`src/rtl/core/smeu_pkg.sv`:
```
// shared types and codes of the stack machine execute unit
`default_nettype none
package smeu_pkg;

  localparam int unsigned DataDepthDef   = 64;
  localparam int unsigned ReturnDepthDef = 32;
  localparam int unsigned CellWidthDef   = 32;

  localparam int unsigned InDataW  = 40;
  localparam int unsigned OutDataW = 56;

  typedef enum logic [4:0] {
    OP_LIT       = 5'd0,
    OP_ADD       = 5'd1,
    OP_SUB       = 5'd2,
    OP_MUL       = 5'd3,
    OP_DIV       = 5'd4,
    OP_DUP       = 5'd5,
    OP_DROP      = 5'd6,
    OP_SWAP      = 5'd7,
    OP_OVER      = 5'd8,
    OP_ROT       = 5'd9,
    OP_EQ        = 5'd10,
    OP_LT        = 5'd11,
    OP_GT        = 5'd12,
    OP_ZERO_EQ   = 5'd13,
    OP_DEPTH     = 5'd14,
    OP_TO_R      = 5'd15,
    OP_FROM_R    = 5'd16,
    OP_R_FETCH   = 5'd17,
    OP_POP_OUT   = 5'd18,
    OP_BRANCH_Z  = 5'd19,
    OP_DO        = 5'd20,
    OP_LOOP      = 5'd21,
    OP_I         = 5'd22,
    OP_J         = 5'd23,
    OP_STEP_LOOP = 5'd24
  } op_e;

  typedef enum logic [2:0] {
    ST_OK      = 3'd0,
    ST_DUNDER  = 3'd1,
    ST_DOVER   = 3'd2,
    ST_RUNDER  = 3'd3,
    ST_ROVER   = 3'd4,
    ST_DIVZERO = 3'd5,
    ST_BADINC  = 3'd6,
    ST_BADOP   = 3'd7
  } status_e;

  // how the whole row of cells moves
  typedef enum logic [2:0] {
    SH_HOLD  = 3'd0,
    SH_PUSH1 = 3'd1,
    SH_PUSH2 = 3'd2,
    SH_POP1  = 3'd3,
    SH_POP2  = 3'd4
  } shift_e;

  // per-cell control from the sequencer
  typedef struct packed {
    shift_e sh;
    logic   ld;
  } cell_ctrl_t;

endpackage
`default_nettype wire

```
`src/rtl/core/smeu_cell.sv`:
```
// one stack cell: holds an entry, takes it from a neighbor or a load
`default_nettype none
module smeu_cell import smeu_pkg::*; #(
  parameter int unsigned CellWidth = CellWidthDef
) (
  input  wire logic                 clk_i,
  input  wire cell_ctrl_t           ctrl_i,
  input  wire logic [CellWidth-1:0] ld_val_i,
  input  wire logic [CellWidth-1:0] up1_i,
  input  wire logic [CellWidth-1:0] up2_i,
  input  wire logic [CellWidth-1:0] dn1_i,
  input  wire logic [CellWidth-1:0] dn2_i,
  output logic      [CellWidth-1:0] val_o
);

  logic [CellWidth-1:0] val_d, val_q;

  always_comb begin
    if (ctrl_i.ld) begin
      val_d = ld_val_i;
    end else begin
      case (ctrl_i.sh)
        SH_PUSH1: val_d = up1_i;
        SH_PUSH2: val_d = up2_i;
        SH_POP1:  val_d = dn1_i;
        SH_POP2:  val_d = dn2_i;
        default:  val_d = val_q;
      endcase
    end
  end

  always_ff @(posedge clk_i) begin
    val_q <= val_d;
  end

  assign val_o = val_q;

endmodule
`default_nettype wire

```
`config.mk`:
```
export PLATFORM = sky130hd
export DESIGN_NAME = smeu_cell
export DESIGN_NICKNAME = d
export VERILOG_FILES = /design/src/rtl/core/smeu_pkg.sv /design/src/rtl/core/smeu_cell.sv
export SDC_FILE = /design/constraint.sdc
export NUM_CORES = 1
export LEC_CHECK = 0
export BUFFER_PORTS_ARGS = -buffer_cell sky130_fd_sc_hd__clkbuf_2
export CAP_MARGIN = 20
export CORE_ASPECT_RATIO = 1.5
export CORE_MARGIN = 4
export CORE_UTILIZATION = 40
export CTS_CLUSTER_SIZE = 14
export DETAILED_ROUTE_END_ITERATION = 10
export GPL_ROUTABILITY_DRIVEN = 0
export HOLD_SLACK_MARGIN = 0.12
export PLACE_DENSITY = 0.81
export SETUP_SLACK_MARGIN = 0.2
export SLEW_MARGIN = 30
export SYNTH_ARGS = -nofsm -noshare
export SYNTH_HDL_FRONTEND = slang
export SYNTH_SLANG_ARGS = --single-unit
```
`constraint.sdc`:
```
create_clock -name clk_i -period 1.88 [get_ports clk_i]
set_input_delay 0.094 -clock clk_i [delete_from_list [all_inputs] [get_ports clk_i]]
set_output_delay 0.094 -clock clk_i [all_outputs]
set_load 0.02 [all_outputs]
```
======== Word-level counts from Yosys, hierarchy flattened ========
Index checks and enable logic that the tools add are counted.
operators by class
  mux-type cells .......................... 2
  reduce and logical (&&, ||, !) cells .... 1
  equality and inequality tests ........... 4
operators by type and width
  operator            number
  $pmux 32 s4         1
  $mux 32             1
  $eq 3x2->1 const B  2
  $reduce_bool 5->1   1
  $eq 3x1->1 const B  1
  $eq 3x3->1 const B  1
word-level totals
  bits of input ports ..................... 165
  output and inout bits ................... 32
  register bits after elaboration ......... 32

======== Logic depth before layout (Yosys ltp) ========
Gate-level depths: netlist (run 1).
  word-level depth ........................ 3
  depth in mapped cells ................... 5
  mapped depth without buffers ............ 3

======== Least setup slack after synthesis (run 1) ========
No wires, ideal clock.
  path kind ............................... input-to-reg
  start point ............................. input ctrl_i[1] in the netlist's numbering
  end point ............................... register val_q[0] (netlist: val_o[0]) (enable)
  arrival time ............................ 1.320 ns
  library setup time ...................... 0.388 ns
  stages on the path ...................... 4
  path slack .............................. 0.172 ns
  cell sequence ........................... buf_2 -> clkbuf_1 -> o21ai_0 -> a21o_1
on the way
  word-level cells in the longest chain between the ends .. 2
  elaborated cells between the ends (all ways) .. 5
RTL lines
  what                                RTL line         RTL
  start, declared                     smeu_cell.sv:7   input wire cell_ctrl_t ctrl_i,
  $eq 3x3->1 (tied with other cells)  smeu_cell.sv:22  case (ctrl_i.sh)
  $reduce_bool 5->1 (no line) *       n/a
  end signal, assigned                smeu_cell.sv:33  val_q <= val_d;
  end, declared                       smeu_cell.sv:16  logic [CellWidth-1:0] val_d, val_q;
Mark *: on every way between the ends. The rest lies on a longest branch, timed or not.
A chain may end at the register's enable or synchronous reset.

======== Final worst setup path (run 1) ========
  start point ............................. input ctrl_i[1] in the netlist's numbering
  end point ............................... register val_q[3] (netlist: val_o[3]) (data pin)
on the way
  word-level cells in the longest chain between the ends .. 3
  elaborated cells between the ends (all ways) .. 6
RTL lines
  what                                RTL line         RTL
  $eq 3x3->1 (tied with other cells)  smeu_cell.sv:22
  $pmux 32 s4 *                       smeu_cell.sv:22
  $mux 32 *                           smeu_cell.sv:19  if (ctrl_i.ld) begin
  via val_d[3]                        smeu_cell.sv:16
Mark *: on every way through the listed nets, which the timed path passes. The rest lies on a longest branch.

==> run_results.csv, run 1 <==
group,metric,value,unit
sta,tightest_slew,806.7,ps
detailed_routing,drc,0,
critical_path,worst-path-max-fanout,43,
cells_and_area,largest_reg_flops,32,
die,die-area,7753,sq um
detailed_routing,wl_per_cell,17.35,microns
detailed_routing,drt_iter0_drc,188,
detailed_routing,routed_wl,9630,microns
clocking,root_buffer,"clkbuf_8",
sta,holdWs,216.3,ps
die,coreArea,6175,sq um
sta,min_period,1339,ps
critical_path,start_kind,"input pin",
placement,io_buffer_count,196,
global_route,antenna_found_initial,0,
sta,fmax,747.0,MHz
sta,finalHoldViolCount,0,
detailed_routing,wl_met2,4996,microns
sta,rsz0062_at_grt,"false",
detailed_routing,top_layer,"met4",
synth,yosys_register_bits,32,
clocking,cts_buffer_depth,2,
cells_and_area,final_net_count,645,
power,vdd_drop_max,0.0004032,V
clocking,cts_setup_buffers,0,
power,p_per_area,571.6,nW/um^2
cells_and_area,drive_gt1_share,57.80,%
clocking,clkSinkCount,32,
die,die_h,105.9,microns
critical_path,cp_cell_sequence,"clkbuf_2 > buf_4 > or2_2 > o32ai_1 > o41ai_2",
detailed_routing,viasPerCell,5.541,
die,rows,35,
die,start_util,41.36,%
flow_run,max-cap-violations,0,
critical_path,path_class,"input pin to register",
placement,hpwl,7018,microns
clocking,htreeDepth,2,
global_route,grt_pass1_vias,3107,
die,pin_count,197,
synth,yosysSeqAreaShare,37.63,%
clocking,cts-resized-gates,0,
critical_path,cpPeakStageDelay,410,ps
synth,synth_cells,261,
synth,syn-num-nets,426,
run_status,status,"completed",
clocking,clkSlewWorstSetupHoldPaths,60,ps
hold_path,hold_path_class,"input pin to register",
detailed_routing,first_pass_iters,4,
detailed_routing,ant_nets,0,
global_route,grt_usage,24.01,%
sta,slew_violations,0,
critical_path,cp.required,1950,ps
cells_and_area,n_antenna_cell,0,
critical_path,end_kind,"register",
sta,finalSetupTns,0,ps
critical_path,crit_arrival,1410,ps
global_route,grt-ovfl-total,0,
clocking,holdBufCountCts,32,
synth,synth_area,2554,sq um
clocking,cts_tree,"done",
detailed_routing,via_count,3075,
detailed_routing,met3_length,715,microns
cells_and_area,area_growth,55.90,%
global_route,grt_first_pass_wirelength,14500,microns
clocking,numCtsBuffers,5,
synth,yosys_warnings,0,
power,p_leak,1.888,nW
die,die_w,73.24,microns
critical_path,crit_slowest_cell,"buf_4",
synth,ys_types,17,
sta,period_share,71.20,%
sta,relSlewSlack,46.22,%
sta,setup_violations,0,
detailed_routing,wl_met1,3441,microns
global_route,grt_max_degree,65,
synth,avgSynthCellArea,9.784,sq um
[cell families after synthesis]
kind of cell,share of synthesized area (%)
simple gates,18.52
compound gates,37.53
flops,37.63
buf+inv,5.683
xor+xnor,0.6371
[synthesized netlist by cell type, drive strengths merged]
| cell type | number | share of area, % |
|---|---|---|
| nand2b | 3 | 0.74 |
| or2 | 32 | 7.8 |
| a21oi | 32 | 6.3 |
| o41ai | 32 | 20 |
| or3 | 1 | 0.25 |
| nand2 | 32 | 4.7 |
| a21o | 1 | 0.29 |
| buf | 14 | 3.5 |
| xor2 | 1 | 0.64 |
| edfxtp | 32 | 38 |
| nor2 | 32 | 4.7 |
| o21ai | 1 | 0.20 |
| clkbuf | 15 | 2.2 |
| o32ai | 32 | 11 |
| nand3b | 1 | 0.29 |
[worst paths after layout]
path	start	to	slack, ps	cells past startpoint
hold / removal	dn1_i[8]	val_o[8]$_DFFE_PP_	220	3
setup / recovery	ctrl_i[1]	val_o[3]$_DFFE_PP_	540	5
[layout by cell type (no fill, tap or decap)]
cell type and n:
clkbuf_2 196, or2_2 32, o32ai_1 32, a21oi_1 32, nor2_1 32, nand2_1 32, dlygate4sd3_1 32, edfxtp_1 32
o41ai_2 30, buf_4 13, clkbuf_8 5, nand2b_1 3, o41ai_1 2, clkbuf_1 2, xor2_2 1, nand3b_1 1
o21ai_0 1, or3_1 1, a21o_2 1, clkinv_1 1
[metrics by stage]
step / cells / utilization, % / worst slack [ps] / area [sq um] / total power, mW
6_report: 555 / 64.48 / 541.4 / 3981 / 2.276
5_1_grt: 555 / 64.48 / 401.0 / 3981 / 2.384
4_1_cts: 555 / 64.48 / 562.7 / 3981 / 2.296
3_5_place_dp: 515 / 57.99 / 260.4 / 3581 / 1.751
3_3_place_gp: 515 / 57.99 / 339.7 / 3581 / 1.734
2_1_floorplan: 261 / - / 437.7 / 2555 / 1.407
[power breakdown]
part / internal (mW) / leakage [nW] / total [mW] / switching, mW
registers: 0.908 / 0.330 / 0.934 / 0.0261
clock network: 0.257 / 0.0399 / 0.486 / 0.228
logic: 0.385 / 1.52 / 0.856 / 0.471
total: 1.55 / 1.89 / 2.28 / 0.725
[worst max-delay path: cells and delay by family]
kind | cells | cell delay, ps
AND/OR/NAND/NOR | 1 | 180
AO/OA/AOI/OAI | 2 | 450
buffers and inverters | 2 | 670
[final cells by class]
cell class                 count  area [sq um]
fill                         523          2193
multi-input combinational    200          1449
timing repair buffer         241          1399
sequential                    32         960.9
tap                           74         92.59
clock buffer                   7         76.32
clock inverter                 1         3.754
[routing by layer]
metal	vias up	global-route usage (%)
li1	1455	-
met2	166	41.74
met5	-	0
met1	1416	26.27
met4	0	14.12
met3	38	4.198
(Power assumes the default switching activity.)
==> inputs of run 2 (changes only) <==
CORE_UTILIZATION = 37   (was 40)
PLACE_DENSITY = 0.79   (was 0.81)
clock period = 1.17 ns   (was 1.88 ns; I/O delays follow)
==> run 2 against run 1 <==
Cell area rose by 18%. Sequential power rose by 62%. Sequential share of layout area fell by 3.8 points. Total power rose by 76%. Final cell count rose by 4.3%. Die area rose by 7.3%. Routed wire length rose by 20%. Setup slack got worse by 360 ps. Largest power group is now combinational cells.
==> run_results.csv, run 2 (synthesis gave the netlist of run 1 again) <==
group,metric,value,unit
run_status,status,"completed",
cells_and_area,n_antenna_cell,0,
power,internal-power,2.685,mW
global_route,grt_usage,24.89,%
die,pin_count,197,
cells_and_area,final_net_count,668,
critical_path,crit_arrival,1010,ps
detailed_routing,drt_iter0_drc,170,
sta,setup_violations,0,
detailed_routing,routed_wl,11510,microns
detailed_routing,ant_nets,0,
critical_path,worstSetupStartpoint,"ctrl_i[3]",
critical_path,cpPeakStageDelay,280,ps
detailed_routing,viasPerCell,5.731,
clocking,htreeDepth,2,
critical_path,crit_slowest_cell,"nand3b_1",
power,p_per_area,850.3,nW/um^2
die,rows,36,
sta,fmax,1016,MHz
die,die-area,8322,sq um
critical_path,cp.required,1190,ps
global_route,grt_max_degree,33,
global_route,grt_pass1_vias,3534,
critical_path,critPathBufInv,3,
power,power.share.sequential,37.8,%
critical_path,path_delay_family,"buffers and inverters",
cells_and_area,largest_reg_flops,32,
sta,rsz0062_at_grt,"true",
clocking,numCtsBuffers,5,
critical_path,end_kind,"register",
sta,fin_ws,185.6,ps
cells_and_area,drive_gt1_share,67.00,%
clocking,cts_buffer_depth,2,
power,power_switching,1.325,mW
flow_run,max-cap-violations,0,
detailed_routing,drc,0,
placement,io_buffer_count,196,
sta,relSlewSlack,80.46,%
sta,tightest_slew,289.9,ps
cells_and_area,area_growth,84.71,%
clocking,clkSlewWorstSetupHoldPaths,60,ps
global_route,grt_first_pass_wirelength,15680,microns
placement,hpwl,7630,microns
power,p_leak,2.189,nW
clocking,cts_tree,"done",
critical_path,path_class,"input pin to register",
cells_and_area,final_common_cell,"clkbuf_2",
die,start_util,38.57,%
sta,slew_violations,0,
placement,pre_cts_ws,-228.7,ps
sta,period_share,84.13,%
power,power.total,4.011,mW
sta,min_period,984.4,ps
clocking,clkSinkCount,32,
cells_and_area,final_util,71.24,%
detailed_routing,via_count,3318,
hold_path,hold_path_class,"input pin to register",
power,p_comb_share,42.7,%
critical_path,cp_common_cell,"buf_6",
die,coreArea,6621,sq um
cells_and_area,instances_no_fill,579,
critical_path,start_kind,"input pin",
detailed_routing,wl_per_cell,19.88,microns
global_route,grt-ovfl-total,0,
power,clockPowerShare,19.6,%
power,switching_share,33.04,%
die,die_w,75.83,microns
global_route,antenna_found_initial,0,
hold_path,hold_path.startpoint,"dn1_i[14]",
die,die_h,109.8,microns
placement,dp_cells,527,
power,vdd_drop_max,0.0005344,V
clocking,root_buffer,"clkbuf_8",
sta,finalHoldViolCount,0,
critical_path,cp_cell_sequence,"buf_6 > nand3b_1 > buf_6 > buf_4 > nor2_1 > o41ai_2",
critical_path,worst-path-max-fanout,7,
detailed_routing,first_pass_iters,4,
-- run 2: cell types whose count changed in the layout (fill, tap and decap cells not counted), moves of 3 or more --
cell	change
buf_12	+12
buf_6	+6
clkbuf_16	+5
clkbuf_2	-3
o32ai_1	-31
o32ai_2	+31
-- run 2: area by class of cell --
class                           instances  area, sq um
Clock buffer                            5        68.82
Clock inverter                          2        7.507
Fill cell                             474         1904
Multi-Input combinational cell        201         1748
Sequential cell                        32        960.9
Tap cell                               76        95.09
Timing Repair Buffer                  263         1837
-- run 2: worst paths after layout --
check | endpoint | cells past startpoint | slack [ps]
max | val_o[12]$_DFFE_PP_ | 6 | 190
min | val_o[14]$_DFFE_PP_ | 3 | 180
-- run 2: timing repair --
action	4_1_cts	5_1_grt
endpoints found under the hold margin	32	0
pin swaps	1	5
gates cloned	1	7
hold buffers	32	0
setup buffers	2	3
setup endpoints to repair	64	60
resized for setup	8	17
-- run 2: through the flow --
step                setup TNS, ps  cell area [sq um]  hold slack, ps
floorplan                       0               2830           242.4
finish                          0               4717           179.7
global placement            -8251               4000           331.3
detailed placement         -11140               4000           336.1
global route                    0               4717           179.0
CTS                             0               4458           168.2
-- run 2: routing by layer --
layer	global-route usage [%]	routed length, microns
met5	0	0
met4	14.50	484
met3	4.758	897
met2	43.75	6191
met1	26.67	3936
-- run 2: power by group through the flow --
stage | Clock (mW) | Combinational (mW) | Sequential, mW
finish | 0.784 | 1.71 | 1.51
global route | 0.861 | 1.81 | 1.53
CTS | 0.814 | 1.57 | 1.52
detailed placement | 0 | 1.45 | 1.54
global placement | 0 | 1.42 | 1.53
floorplan | 0 | 0.606 | 1.74
