## config.mk

```make
export PLATFORM = sky130hd
export DESIGN_NAME = smeu_div
export DESIGN_NICKNAME = d
export VERILOG_FILES = /design/src/rtl/core/smeu_pkg.sv /design/src/rtl/core/smeu_div.sv
export SDC_FILE = /design/constraint.sdc
export NUM_CORES = 1
export LEC_CHECK = 0
export BUFFER_PORTS_ARGS = -buffer_cell sky130_fd_sc_hd__buf_2
export CAP_MARGIN = 15
export CELL_PAD_IN_SITES_DETAIL_PLACEMENT = 0
export CELL_PAD_IN_SITES_GLOBAL_PLACEMENT = 1
export CORE_MARGIN = 5
export CORE_UTILIZATION = 30
export CTS_CLUSTER_DIAMETER = 150
export DETAILED_ROUTE_END_ITERATION = 7
export GPL_TIMING_DRIVEN = 0
export PLACE_DENSITY_LB_ADDON = 0.1
export REMOVE_ABC_BUFFERS = 1
export SLEW_MARGIN = 20
export SYNTH_ARGS = -nofsm -noshare
export SYNTH_HDL_FRONTEND = slang
export SYNTH_SLANG_ARGS = --single-unit
```

## constraint.sdc

```tcl
create_clock -name clk_i -period 2.82 [get_ports clk_i]
set_clock_uncertainty 0.05 [all_clocks]
set_input_delay 0.141 -clock clk_i [delete_from_list [all_inputs] [get_ports clk_i]]
set_output_delay 0.141 -clock clk_i [all_outputs]
set_load 0.005 [all_outputs]
```

## src/rtl/core/smeu_pkg.sv

```systemverilog
// shared types and codes of the stack machine execute unit
`default_nettype none
package smeu_pkg;

  localparam int unsigned DataDepthDef   = 64;
  localparam int unsigned ReturnDepthDef = 32;
  localparam int unsigned CellWidthDef   = 32;

  localparam int unsigned InDataW  = 40;
  localparam int unsigned OutDataW = 56;

  typedef enum logic [4:0] {
    OP_LIT       = 5'd0,
    OP_ADD       = 5'd1,
    OP_SUB       = 5'd2,
    OP_MUL       = 5'd3,
    OP_DIV       = 5'd4,
    OP_DUP       = 5'd5,
    OP_DROP      = 5'd6,
    OP_SWAP      = 5'd7,
    OP_OVER      = 5'd8,
    OP_ROT       = 5'd9,
    OP_EQ        = 5'd10,
    OP_LT        = 5'd11,
    OP_GT        = 5'd12,
    OP_ZERO_EQ   = 5'd13,
    OP_DEPTH     = 5'd14,
    OP_TO_R      = 5'd15,
    OP_FROM_R    = 5'd16,
    OP_R_FETCH   = 5'd17,
    OP_POP_OUT   = 5'd18,
    OP_BRANCH_Z  = 5'd19,
    OP_DO        = 5'd20,
    OP_LOOP      = 5'd21,
    OP_I         = 5'd22,
    OP_J         = 5'd23,
    OP_STEP_LOOP = 5'd24
  } op_e;

  typedef enum logic [2:0] {
    ST_OK      = 3'd0,
    ST_DUNDER  = 3'd1,
    ST_DOVER   = 3'd2,
    ST_RUNDER  = 3'd3,
    ST_ROVER   = 3'd4,
    ST_DIVZERO = 3'd5,
    ST_BADINC  = 3'd6,
    ST_BADOP   = 3'd7
  } status_e;

  // how the whole row of cells moves
  typedef enum logic [2:0] {
    SH_HOLD  = 3'd0,
    SH_PUSH1 = 3'd1,
    SH_PUSH2 = 3'd2,
    SH_POP1  = 3'd3,
    SH_POP2  = 3'd4
  } shift_e;

  // per-cell control from the sequencer
  typedef struct packed {
    shift_e sh;
    logic   ld;
  } cell_ctrl_t;

endpackage
`default_nettype wire

```

## src/rtl/core/smeu_div.sv

```systemverilog
// iterative signed divider, one quotient bit per cycle
`default_nettype none
module smeu_div import smeu_pkg::*; #(
  parameter int unsigned CellWidth = CellWidthDef
) (
  input  wire logic                 clk_i,
  input  wire logic                 rst_ni,
  input  wire logic                 start_i,
  input  wire logic [CellWidth-1:0] num_i,
  input  wire logic [CellWidth-1:0] den_i,
  output logic                      done_o,
  output logic      [CellWidth-1:0] quo_o
);

  localparam int unsigned CntW = $clog2(CellWidth + 1);

  logic                 busy_d, busy_q;
  logic [CntW-1:0]      cnt_d, cnt_q;
  logic [CellWidth-1:0] rem_d, rem_q;
  logic [CellWidth-1:0] q_d, q_q;
  logic [CellWidth-1:0] den_d, den_q;
  logic                 neg_d, neg_q;
  logic [CellWidth:0]   trial;
  logic [CellWidth:0]   diff;

  assign done_o = busy_q && (cnt_q == CntW'(CellWidth));
  assign quo_o  = neg_q ? (~q_q + 1'b1) : q_q;
  assign trial  = {rem_q, q_q[CellWidth-1]};
  assign diff   = trial - {1'b0, den_q};

  always_comb begin
    busy_d = busy_q;
    cnt_d  = cnt_q;
    rem_d  = rem_q;
    q_d    = q_q;
    den_d  = den_q;
    neg_d  = neg_q;
    if (start_i) begin
      busy_d = 1'b1;
      cnt_d  = '0;
      rem_d  = '0;
      q_d    = num_i[CellWidth-1] ? (~num_i + 1'b1) : num_i;
      den_d  = den_i[CellWidth-1] ? (~den_i + 1'b1) : den_i;
      neg_d  = num_i[CellWidth-1] ^ den_i[CellWidth-1];
    end else if (done_o) begin
      busy_d = 1'b0;
    end else if (busy_q) begin
      cnt_d = cnt_q + 1'b1;
      if (trial >= {1'b0, den_q}) begin
        rem_d = diff[CellWidth-1:0];
        q_d   = {q_q[CellWidth-2:0], 1'b1};
      end else begin
        rem_d = trial[CellWidth-1:0];
        q_d   = {q_q[CellWidth-2:0], 1'b0};
      end
    end
  end

  always_ff @(posedge clk_i or negedge rst_ni) begin
    if (!rst_ni) begin
      busy_q <= 1'b0;
      cnt_q  <= '0;
    end else begin
      busy_q <= busy_d;
      cnt_q  <= cnt_d;
    end
  end

  always_ff @(posedge clk_i) begin
    rem_q <= rem_d;
    q_q   <= q_d;
    den_q <= den_d;
    neg_q <= neg_d;
  end

endmodule
`default_nettype wire

```

== After elaboration in Yosys (flattened, before gate mapping) ==
Index checks and enable logic that the tools add are counted.

* Flip-flop bits (word level): 104
* Latch bits: 0
* Bits in writable memories: 0
* ROM bits: 0
* Output and inout bits: 33
* Memories kept: 0

* Add/subtract/negate cells: 5
* Multiply operators: 0
* Div/mod/pow operators: 0
* Order comparisons: 1
* Eq/ne operators: 2
* Shifts and indexed selects: 0
* Muxes and demuxes: 13
* Bitwise operators: 5
* Reduce and logical (&&, ||, !) cells: 5

{| class="wikitable"
|+ Operators with widths
! operator !! count
|-
| 32-bit 2-to-1 mux || 6
|-
| 32-bit by 1-bit adder with 32-bit output (second input constant) || 3
|-
| 32-bit inverter || 3
|-
| 33-bit by 32-bit >= comparator with 1-bit output || 1
|-
| 32-bit subtractor || 1
|-
| 31-bit 2-to-1 mux || 1
|-
| 6-bit 2-to-1 mux || 3
|-
| 6-bit by 1-bit adder with 6-bit output (second input constant) || 1
|-
| 6-bit equality test (second input constant) || 1
|-
| 2-bit AND reduction || 2
|-
| 2-bit nonzero test || 2
|-
| 1-bit 2-to-1 mux || 3
|-
| 2-bit != test (second input constant) || 1
|-
| 1-bit logical AND || 1
|-
| 1-bit inverter || 1
|-
| 1-bit XOR || 1
|}

== Logic depth before layout (Yosys ltp) ==
* Word-level depth: 5
* Gate-level depth with buffers: 14
* Gate-level depth less buffers: 11

== Least setup slack after synthesis ==
No wires, ideal clock.

* Path type: flip-flop to flip-flop
* Start: register q_q[31]
* End: register rem_q[30]
* Library setup time: 134 ps
* Arrival: 2604 ps
* Required time: 2636 ps
* Setup slack: 32 ps
* Stages on the path, launching flop included: 12
* Clock period less this slack: 2788 ps
* Cells stage by stage: edfxtp_1 inv_1 ha_1 fa_1 nand2b_1 a211oi_1 o2111ai_1 a211oi_1 nor3_1 or4_1 o2111ai_1 a211oi_1

* Longest elaborated chain between the ends: 2
* Elaborated cells between the ends (all ways): 3

{| class="wikitable"
|+ Ends and longest elaborated chain
! what !! RTL line !! RTL
|-
| start, declared || smeu_div.sv:20 || <nowiki>logic [CellWidth-1:0] q_d, q_q;</nowiki>
|-
| start signal, assigned || smeu_div.sv:71 || <nowiki>q_q <= q_d;</nowiki>
|-
| 32-bit subtractor or 33-bit by 32-bit >= comparator with 1-bit output (tied branches) || smeu_div.sv:29, smeu_div.sv:49 ||
|-
| 32-bit 2-to-1 mux (*) || smeu_div.sv:49 || <nowiki>if (trial >= {1'b0, den_q}) begin</nowiki>
|-
| end signal, assigned || smeu_div.sv:70 || <nowiki>rem_q <= rem_d;</nowiki>
|-
| end, declared || smeu_div.sv:19 || <nowiki>logic [CellWidth-1:0] rem_d, rem_q;</nowiki>
|}

Mark *: on every way between the ends. The rest lies on a longest branch, timed or not.
A chain may end at the register's enable or synchronous reset.

== Worst setup path in the final report ==
* Start: register q_q[13]
* End: output port quo_o[31]

* Longest elaborated chain between the ends: 3

{| class="wikitable"
|+ Ends and longest elaborated chain
! what !! RTL line !! RTL
|-
| 32-bit inverter || smeu_div.sv:27 || <nowiki>assign quo_o = neg_q ? (~q_q + 1'b1) : q_q;</nowiki>
|-
| 32-bit by 1-bit adder with 32-bit output || smeu_div.sv:27 ||
|-
| 32-bit 2-to-1 mux || smeu_div.sv:27 ||
|-
| end, declared || smeu_div.sv:12 || <nowiki>output logic [CellWidth-1:0] quo_o</nowiki>
|}

No other way between the ends.

==> flow_results.org <==
** Routing
- DRT Pass-1 Iters :: 4
- Sum of routed wire length over all layers :: ~23,000 um
- Number of nets with antenna violations after routing :: 0
- Vias :: 6,968
- Via density per instance :: 5.079
- DRC Markers :: 0
- DRC violation total after the first TritonRoute iteration :: between 300 and 400
- Drt wl/cell :: 16.72 um

** Cells and area
- Number of nets in the layout :: 1,134
- Of the cells placed in the final design, the portion with a size suffix greater than 1 is 0.2505.
- From synthesis to final layout, the design area changed by 27.34%.
- Summing all flip-flop and latch instances after layout gives 0.002768 mm^2.
- Final instance count without filler cells :: 1,372
- The filler cells instantiated in the layout total 2,685.
- Most frequent cells in the layout :: sky130_fd_sc_hd__buf_2, sky130_fd_sc_hd__nand2_1, sky130_fd_sc_hd__nor2_1
- Area of combinational cells with multiple inputs :: 0.005376 mm^2
- Most common library cell in the layout ignoring fill and taps :: sky130_fd_sc_hd__buf_2

** Timing
- Across all hold checks on the routed design, the worst slack comes to 0.04091 ns.
- The final max-slew violation count was 0.
- Count of final hold-check violations :: 0
- Setup repair after global routing could not meet its margin everywhere.
- For the pin with the worst max-slew slack, the measured transition is around 0.77 ns.
- Number of endpoints failing setup at the final stage :: 14
- Based on the critical path, the design can be clocked at up to roughly 300 MHz.
- Relative slew slack :: 0.4881
- Subtracting the final worst setup slack from the clock period gives 3.301 ns.
- Least setup slack across all paths after layout :: -0.4813 ns
- Period Utilization, post-route :: 1.171

** Clock tree
- The clock reaches the later pin of the worst-skew pair after between 0.3 and 0.4 ns.
- Clk slew on worst S/H paths :: 0.07 ns
- CTS sink cnt :: between 100 and 150
- TritonCTS created 9 clock buffers.
- Root Buffer Master :: sky130_fd_sc_hd__clkbuf_16
- Number of H-tree levels :: 3
- TritonCTS built the clock tree.
- No sink is reached through more buffers than the 2 on the longest clock path.

** Status
- Violated checks :: negative setup slack
- Outcome :: complete, but fails checks

** Floorplan
- Standard cell core area :: approximately 0.026 mm^2
- During I/O placement, the number of pins put on the boundary was 100.
- Die X :: 171.8 um
- Standard-cell rows :: a little under 60
- The die covers 0.02950 mm^2.
- The floorplan step set the die height to 171.8 um.
- The initial utilization of the core area, before any placement, comes to 0.3030.

** Yosys
- Synthesis produced a netlist whose cell count is between 900 and 1,000.
- Number of enable-type register cells in the synthesized netlist :: 65
- Counting flops and latches in the post-synthesis netlist gives 104.
- In the post-synthesis netlist, the biggest area contributors are sky130_fd_sc_hd__edfxtp_1, sky130_fd_sc_hd__dfxtp_1, sky130_fd_sc_hd__xnor2_1.
- Area share of the largest cell type after synthesis :: 0.2486
- Synth unique cells :: 64
- Number of warnings printed during yosys synthesis :: 0
- The most used flip-flop cell after synthesis is sky130_fd_sc_hd__edfxtp_1.
- Counting flops with an async set or reset pin after synthesis yields a share of 0.06731.
- Averaged over all synthesized cells, the footprint is ~8.5 um^2.
- Portion of the post-synthesis area used by sequential elements :: 0.3526
- sky130_fd_sc_hd__edfxtp_1 takes more of the synthesized area than any other cell.
- The cell area that synthesis handed to floorplanning was 0.007850 mm^2.

** Worst setup path
- Worst setup path class :: reg2out
- The worst setup path is captured at an output pin.
- Critical-path cell with the highest stage delay :: sky130_fd_sc_hd__or4_4
- Max FO, Critical Path :: 3
- Worst endpoint data arrival time :: between 3 and 4 ns
- Required time worst endpoint :: 2.63 ns
- Critical path, cell by cell :: or4_4 -> or4_4 -> or2_4 -> or3_4 -> nor2_4 -> nand2_4 -> o41ai_4 -> xnor2_1 -> buf_2
- STA classifies the critical path startpoint as a flip-flop.
- The largest single stage delay on the critical path is roughly 0.56 ns.
- Library cell appearing most often on the critical path :: sky130_fd_sc_hd__or4_4

** Flow run
- Across the run, the number of max-cap violations was 0.

** Pwr
- Maximum VDD drop :: 0.0002868 V
- For this design the static power due to leakage is about 3.9 nW.
- Dividing total power by cell area gives a power density of 702.3 mW/mm^2.

** Placement
- After detailed placement, the design holds a cell count of approximately 1,300.
- The congestion estimate from routability-driven global placement came to 0.7870.
- In this run the tool buffered the top-level ports with 99 buffer cells.
- Post-DP HPWL :: 16,690 um

** Global route
- Global-route wire length before repair :: 37,180 um
- Initial antenna violation count :: 7
- The number of global-route vias before repair is 7,027.
- In the global route stage, overall resource usage came out at 0.1560.
- Overflow left after global routing :: 0
- Largest net degree at the start of global routing :: 75

** Min path
- Type of the most critical hold path :: in2reg
==> cells in the mapped netlist (27+ instances only) <==
master,n
sky130_fd_sc_hd__a21oi_1,73
sky130_fd_sc_hd__clkbuf_1,36
sky130_fd_sc_hd__dfxtp_1,32
sky130_fd_sc_hd__edfxtp_1,65
sky130_fd_sc_hd__ha_1,37
sky130_fd_sc_hd__inv_1,54
sky130_fd_sc_hd__nand2_1,103
sky130_fd_sc_hd__nor2_1,84
sky130_fd_sc_hd__o21ai_0,51
sky130_fd_sc_hd__o31ai_1,27
sky130_fd_sc_hd__xnor2_1,72
sky130_fd_sc_hd__xor2_1,43
==> sequential cells by signal, summed over array words and instances (netlist names) <==
name    flops
den_q      32
q_q        32
rem_q      32
cnt_q       6
busy_q      1
neg_q       1
==> final timing paths <==
| path | start | slack [ns] | cells after the start | endpoint |
|---|---|---|---|---|
| worst max-delay path | q_q[13]$_DFFE_PP_ | -0.48 | 9 | quo_o[31] |
| worst min-delay path | den_i[17] | 0.04 | 2 | den_q[17]$_DFFE_PP_ |
| worst max register to register | q_q[31]$_DFFE_PP_ | -0.03 | 11 | rem_q[30]$_SDFFE_PP0P_ |
| worst min register to register | rem_q[2]$_SDFFE_PP0P_ | 0.46 | 2 | rem_q[3]$_SDFFE_PP0P_ |
| max in group asynchronous | rst_ni | 2.48 | 2 | cnt_q[1]$_DFFE_PN0P_ |
| min in group asynchronous | rst_ni | 0.09 | 2 | cnt_q[5]$_DFFE_PN0P_ |
==> timing repair <==
item	CTS	global route
buffers inserted	20	14
hold endpoints to repair	8	0
gates resized for setup	48	87
hold buffers	2	0
gates cloned	2	0
setup endpoints to repair	78	78
pin swaps	23	36
==> cell families (layout without fill, tap and decap cells) <==
logic type                 after synthesis  after routing  share of synthesized area
buffers and inverters                   99            207                    0.04845
DFF                                    104            104                     0.3526
xor gates and xnor gates               115            115                     0.1283
adders and majority gates               38             38                    0.06152
muxes                                    6              6                   0.008129
and+or+nand+nor                        317            319                     0.1968
other                                    0              3                          0
AOI/OAI and AO/OA                      245            245                     0.2042
==> power by group <==
group	switching, mW	total (mW)	internal, mW
Sequential	0.279	2.20	1.92
Clock	0.614	1.36	0.750
Combinational	1.87	3.46	1.59
==> routing by layer <==
| layer | GRT usage | routed length (um) | up-vias |
|---|---|---|---|
| li1 | - | - | 3552 |
| met1 | 0.2119 | 11060 | 3289 |
| met2 | 0.2555 | 10660 | 88 |
| met3 | 0.03516 | 849 | 27 |
| met4 | 0.03349 | 295 | 12 |
| met5 | 0 | 70 | - |
==> worst max-delay path: cells and delay by family (launching register included) <==
family / cells / cell delay [ns]
and+or+nand+nor: 6 / 1.84
xor gates and xnor gates: 1 / 0.15
AOI/OAI and AO/OA: 1 / 0.24
buffers and inverters: 1 / 0.14
DFF: 1 / 0.39
==> stage by stage <==
step	cell area (um^2)	setup TNS, ns	util	power (mW)	setup slack [ns]
global placement	8587	-103.16	0.3314	4.865	-2.373
detailed placement	8687	-34.19	0.3353	4.844	-1.001
floorplan	7672	-12.10	-	3.978	-0.8875
CTS	9432	-5.338	0.3640	6.710	-0.5205
finish	9996	-4.855	0.3858	7.020	-0.4813
global route	9991	-6.390	0.3856	7.552	-0.5872
==> layout make-up <==
cell class | count | share of cell area
antenna | 3 | 0.0007510
multi-input combinational | 723 | 0.5379
sequential | 104 | 0.2769
tap | 335 | 0.04193
timing repair buffer | 137 | 0.09100
clock inverter | 5 | 0.005883
inverter | 54 | 0.02028
clock buffer | 11 | 0.02541
No activity file was read; power rests on OpenSTA's default activity.
